**src/rtl/assert_macros.svh**
```systemverilog
`ifndef ASSERT_MACROS_SVH
`define ASSERT_MACROS_SVH

// Property that must hold at every clock edge out of reset.
`define WRA_ASSERT(lbl, prop, msg) \
  lbl: assert property (@(posedge clk) disable iff (!rst_n) (prop)) else $error(msg);

// Antecedent in one cycle implies consequent in the next.
`define WRA_ASSERT_NEXT(lbl, ante, cons, msg) \
  lbl: assert property (@(posedge clk) disable iff (!rst_n) (ante) |=> (cons)) else $error(msg);

`endif

```
**src/rtl/wra_pkg.sv**
```systemverilog
package wra_pkg;

  localparam int IDX_W = 14;
  localparam int SMP_W = 8;
  localparam int CNT_W = 10;
  localparam int NAVG_W = 9;

  typedef struct packed {
    logic             wr;
    logic [IDX_W-1:0] idx;
  } wra_tag_t;

endpackage

```
**src/rtl/wra_div.sv**
```systemverilog
module wra_div #(
  parameter int VW = 24
) (
  input  logic                      clk,
  input  logic                      rst_n,
  input  logic                      en,
  input  logic                      in_v,
  input  wra_pkg::wra_tag_t         in_tag,
  input  logic [VW+9:0]             in_num_a,
  input  logic [VW+9:0]             in_num_b,
  input  logic [wra_pkg::NAVG_W-1:0] in_den,
  input  logic [wra_pkg::IDX_W-1:0] probe_idx,
  output logic                      hazard,
  output logic                      out_v,
  output wra_pkg::wra_tag_t         out_tag,
  output logic [VW-1:0]             out_q_a,
  output logic [VW-1:0]             out_q_b
);

  localparam int DW = VW + 10;

  logic [VW:0]                  v_r;
  wra_pkg::wra_tag_t            tag_r [VW+1];
  logic [DW-1:0]                ra_r [VW+1];
  logic [DW-1:0]                rb_r [VW+1];
  logic [wra_pkg::NAVG_W-1:0]   d_r [VW+1];
  logic [VW-1:0]                qa_r [VW+1];
  logic [VW-1:0]                qb_r [VW+1];

  always_ff @(posedge clk) begin
    if (!rst_n) begin
      v_r <= '0;
    end else if (en) begin
      v_r <= {v_r[VW-1:0], in_v};
    end
  end

  always_ff @(posedge clk) begin
    if (en) begin
      tag_r[0] <= in_tag;
      ra_r[0]  <= in_num_a;
      rb_r[0]  <= in_num_b;
      d_r[0]   <= in_den;
      qa_r[0]  <= '0;
      qb_r[0]  <= '0;
    end
  end

  // One quotient bit per stage, most significant first.
  for (genvar k = 1; k <= VW; k++) begin : g_step
    logic [DW-1:0] dsh;
    logic          ge_a;
    logic          ge_b;

    assign dsh  = DW'(d_r[k-1]) << (VW - k);
    assign ge_a = ra_r[k-1] >= dsh;
    assign ge_b = rb_r[k-1] >= dsh;

    always_ff @(posedge clk) begin
      if (en) begin
        tag_r[k] <= tag_r[k-1];
        d_r[k]   <= d_r[k-1];
        ra_r[k]  <= ge_a ? ra_r[k-1] - dsh : ra_r[k-1];
        rb_r[k]  <= ge_b ? rb_r[k-1] - dsh : rb_r[k-1];
        qa_r[k]  <= qa_r[k-1] | (VW'(ge_a) << (VW - k));
        qb_r[k]  <= qb_r[k-1] | (VW'(ge_b) << (VW - k));
      end
    end
  end

  always_comb begin
    hazard = 1'b0;
    for (int k = 0; k <= VW; k++) begin
      if (v_r[k] && tag_r[k].wr && tag_r[k].idx == probe_idx) begin
        hazard = 1'b1;
      end
    end
  end

  assign out_v   = v_r[VW];
  assign out_tag = tag_r[VW];
  assign out_q_a = qa_r[VW];
  assign out_q_b = qb_r[VW];

endmodule

```
**config.mk**
```make
export PLATFORM = sky130hd
export DESIGN_NAME = wra_div
export DESIGN_NICKNAME = d
export VERILOG_FILES = /design/src/rtl/assert_macros.svh /design/src/rtl/wra_pkg.sv /design/src/rtl/wra_div.sv
export SDC_FILE = /design/constraint.sdc
export NUM_CORES = 2
export LEC_CHECK = 0
export BUFFER_PORTS_ARGS = -buffer_cell sky130_fd_sc_hd__buf_2
export CAP_MARGIN = 15
export CORE_ASPECT_RATIO = 0.5
export CORE_MARGIN = 3
export CORE_UTILIZATION = 52
export DETAILED_ROUTE_END_ITERATION = 8
export GPL_TIMING_DRIVEN = 0
export PLACE_DENSITY = 0.8
export SLEW_MARGIN = 20
export SYNTH_ARGS = -nofsm -noshare
export SYNTH_HDL_FRONTEND = slang
export SYNTH_SLANG_ARGS = --single-unit
```
**constraint.sdc**
```tcl
create_clock -name clk -period 8.2 [get_ports clk]
set_input_delay 1.64 -clock clk [delete_from_list [all_inputs] [get_ports clk]]
set_output_delay 1.64 -clock clk [all_outputs]
set_load 0.02 [all_outputs]
```
==> summary.txt <==
Route
  – 1st-pass router iterations: 6
  – Final wirelength: 232 mm
  – Initial DRC count: 6077
  – Average wire per standard cell: 18.1 µm
  – Vias per inst: 5.55
  – Routed Antenna Nets: 0
  – Via count: 71146
  – DR DRC count: 0

Synthesis
  – Distinct cells, synth: 86
  – Top cells by area, synth: edfxtp_1 67%, ha_1 4.3%, xor2_1 3.9%
  – Synth area leader: edfxtp_1
  – Post-Synth XOR/XNOR Area: 7.61%
  – FF+latch count, synth: 2848
  – Top FF cell, synth: edfxtp_1
  – Simple-gate share of the synthesized area: 11.0%
  – Synth top area share: 66.9%
  – Cells after Synth: 8968
  – Synth async-reset ratio: 0%
  – Syn_area_per_cell: 14.1 µm²
  – Mux share of post-synthesis cell area: 0.973%
  – Yosys warns: 0
  – Post-synthesis sequential area ratio: 67.3%
  – Syn nets: 9556
  – Post-synth EDFFs: 2823
  – Cell area after synthesis: 0.127 mm²
  – Largest family of logic cells by synthesized area: simple AND/OR/NAND/NOR gates
  – Compound-Gate Fraction of Synth Area: 6.46%
  – Area share of fa/ha/maj cells after synthesis: 5.00%

Status
  – Status: finished clean

Critical path
  – Max FO, Critical Path: 10
  – CP Launch Point: probe_idx[13]
  – Worst Setup EP: hazard
  – Number of cells on the worst reg-to-reg path: 11
  – Crit path required time: 6560 ps
  – CP startpoint kind: primary input
  – Worst setup EP type: output pin
  – CP Data Arrival Time: 5220 ps
  – Kind of critical path: primary input to output pin
  – Internal reg-to-reg setup slack: 4300 ps
  – Worst reg2reg endpoint: rb_r[1][63]
  – Reg2reg start: d_r[1][2]

Power and ir drop
  – Peak VDD IR: 0.216 mV
  – Leak: 48.7 nW
  – Power Density: 268 mW/mm²
  – Total chip power: 37.5 mW

Min path
  – Worst min path class: register to register

Floorplan
  – Initial Util: 52.6%
  – DIE AREA: 0.250 mm²
  – Core Area: 0.241 mm²
  – Die Width: 704 µm
  – Row count: 127
  – Die height: 355 µm
  – I/O pins: 175

Place
  – Dpl hpwl: 165 mm
  – Placer Congestion: 0.929
  – Placed inst area: 0.132 mm²
  – Port buffer count: 160

Timing
  – Final clock period utilization by the worst path: 83.6%
  – Period minus WS final: 6860 ps
  – Setup TNS: 0 ps
  – Final Max Slew Viols: 0
  – Least-Margin Pin Slew: 1250 ps
  – Slew HR: 16.2%
  – Number of setup violations in the final report: 0
  – Hold Vio Cnt, Final: 0
  – Max Clock Freq: 146 MHz
  – RSZ-0062 raised after global routing: false
  – Clock skew: 77.1 ps

Clock network
  – # hold bufs at CTS: 0
  – H-tree levels: 4
  – Clock transition at the registers of the reported paths: 70 ps
  – Root Buffer: clkbuf_16
  – Clock sink count: 2848
  – Resized cells post-CTS: 0
  – Num CTS Buffers: 242
  – Setup bufs post-CTS: 0
  – CTS tree: done
  – Clk Latency, worst-skew pair: 910 ps
  – Max Root-Sink Buffers: 4

Final layout
  – Filler cell count: 18356
  – Non-Filler Cell Area, Final: 0.140 mm²
  – Commonest non-fill, non-tap cells in the layout: 2823 x edfxtp_1, 570 x nor2_1, 559 x xor2_1
  – Layout cells sized above 1: 7.61%
  – Layout area overhead: 10.5%
  – Most common cell after layout, fill and taps aside: edfxtp_1
  – Final #Nets: 9982

Global routing
  – GR met1 Demand/Resource: 23.4%
  – Vias in the first global route: 69758
  – Met2 Use GR: 31.2%
  – Met3 Track Usage GR: 2.66%
  – All-Layer GR Usage: 18.0%
  – Largest net degree at the start of global routing: 165
  – Grt ovf: 0
  – Initial antenna violation count: 0
  – First-pass GRT wire length: 366 mm
  – Grt peak-use layer: met2

Flow run
  – Max-Cap Viols: 0
-- synth_stat cells (100+ instances only) --
library cell,number
edfxtp_1,2823
nor2_1,570
xor2_1,559
xnor2_1,541
nand2_1,466
ha_1,432
o21ai_0,380
inv_1,370
a21oi_1,310
nor4_1,299
nor3_1,272
o21a_1,144
nand4_1,139
clkbuf_1,135
nor2b_1,124
nand3_1,114
or3_1,112
or4_1,106
nand2b_1,100
-- per-stage QoR --
step	util [%]	hold WS, ps	setup slack, ps	cells
after floorplan	-	400	3010	8968
after global placement	54.6	402	-37990	12353
after detailed placement	54.8	405	982	12374
after CTS	58.1	399	1380	12809
after global routing	58.1	405	1400	12810
final	58.1	405	1340	12811
-- worst min-delay path by stage --
stage / from / endpoint / slack [ps] / depth (start not counted)
after floorplan: qa_r[0][93] / qa_r[0][117] / 400 / 0
after global placement: qa_r[1][142] / qa_r[1][166] / 400 / 0
after detailed placement: qa_r[0][94] / qa_r[0][118] / 400 / 0
after CTS: qa_r[2][70] / qa_r[2][94] / 400 / 0
after global routing: qb_r[0][162] / qb_r[0][186] / 400 / 0
final: rb_r[0][214] / rb_r[0][248] / 400 / 0
-- logic make-up after synthesis --
group / count (synthesis)
AO/OA/AOI/OAI: 1288
adder cells (fa/ha/maj): 478
buffers and inverters: 539
XOR/XNOR: 1100
flip-flops: 2848
multiplexers: 114
AND/OR/NAND/NOR: 2601
-- where the power goes --
group | total, mW | internal (mW) | switching, mW | leakage, nW
clock network | 11.5 | 6.42 | 5.04 | 3.83
registers | 19.5 | 18.3 | 1.21 | 27.2
logic | 6.54 | 2.89 | 3.65 | 17.7
-- sequential cells by signal, indices dropped and copies added, names as in the netlist --
register  cells
ra_r        816
rb_r        816
tag_r       375
qa_r        300
qb_r        300
d_r         216
v_r          25
-- final cells by class --
cell class                 instances  area, µm²  share of cell area [%]
antenna                            1       2.50                 0.00179
buffer                           165        708                   0.506
clock buffer                     298       6410                    4.58
clock inverter                   137       1430                    1.02
inverter                         374       1400                    1.00
multi-input combinational       5581      39300                    28.1
sequential                      2848      85300                    60.9
tap                             3225       4040                    2.88
timing repair buffer             182       1390                   0.995
-- worst max-delay path: stages --
cell and delay [ps]:
clkbuf_1 540, clkbuf_1 910, xor2_1 180, nor4_1 1080, a22oi_1 300, nand4_1 230
or4_1 160, buf_2 160
-- layer usage --
layer,part of all wire (%),wire length (µm),vias to the layer above
met3,4.8,11200,471
li1,-,-,34844
met2,49,114000,1765
met5,0,0,-
met4,3.2,7440,0
met1,43,99400,34066
(Power assumes the default switching activity.)
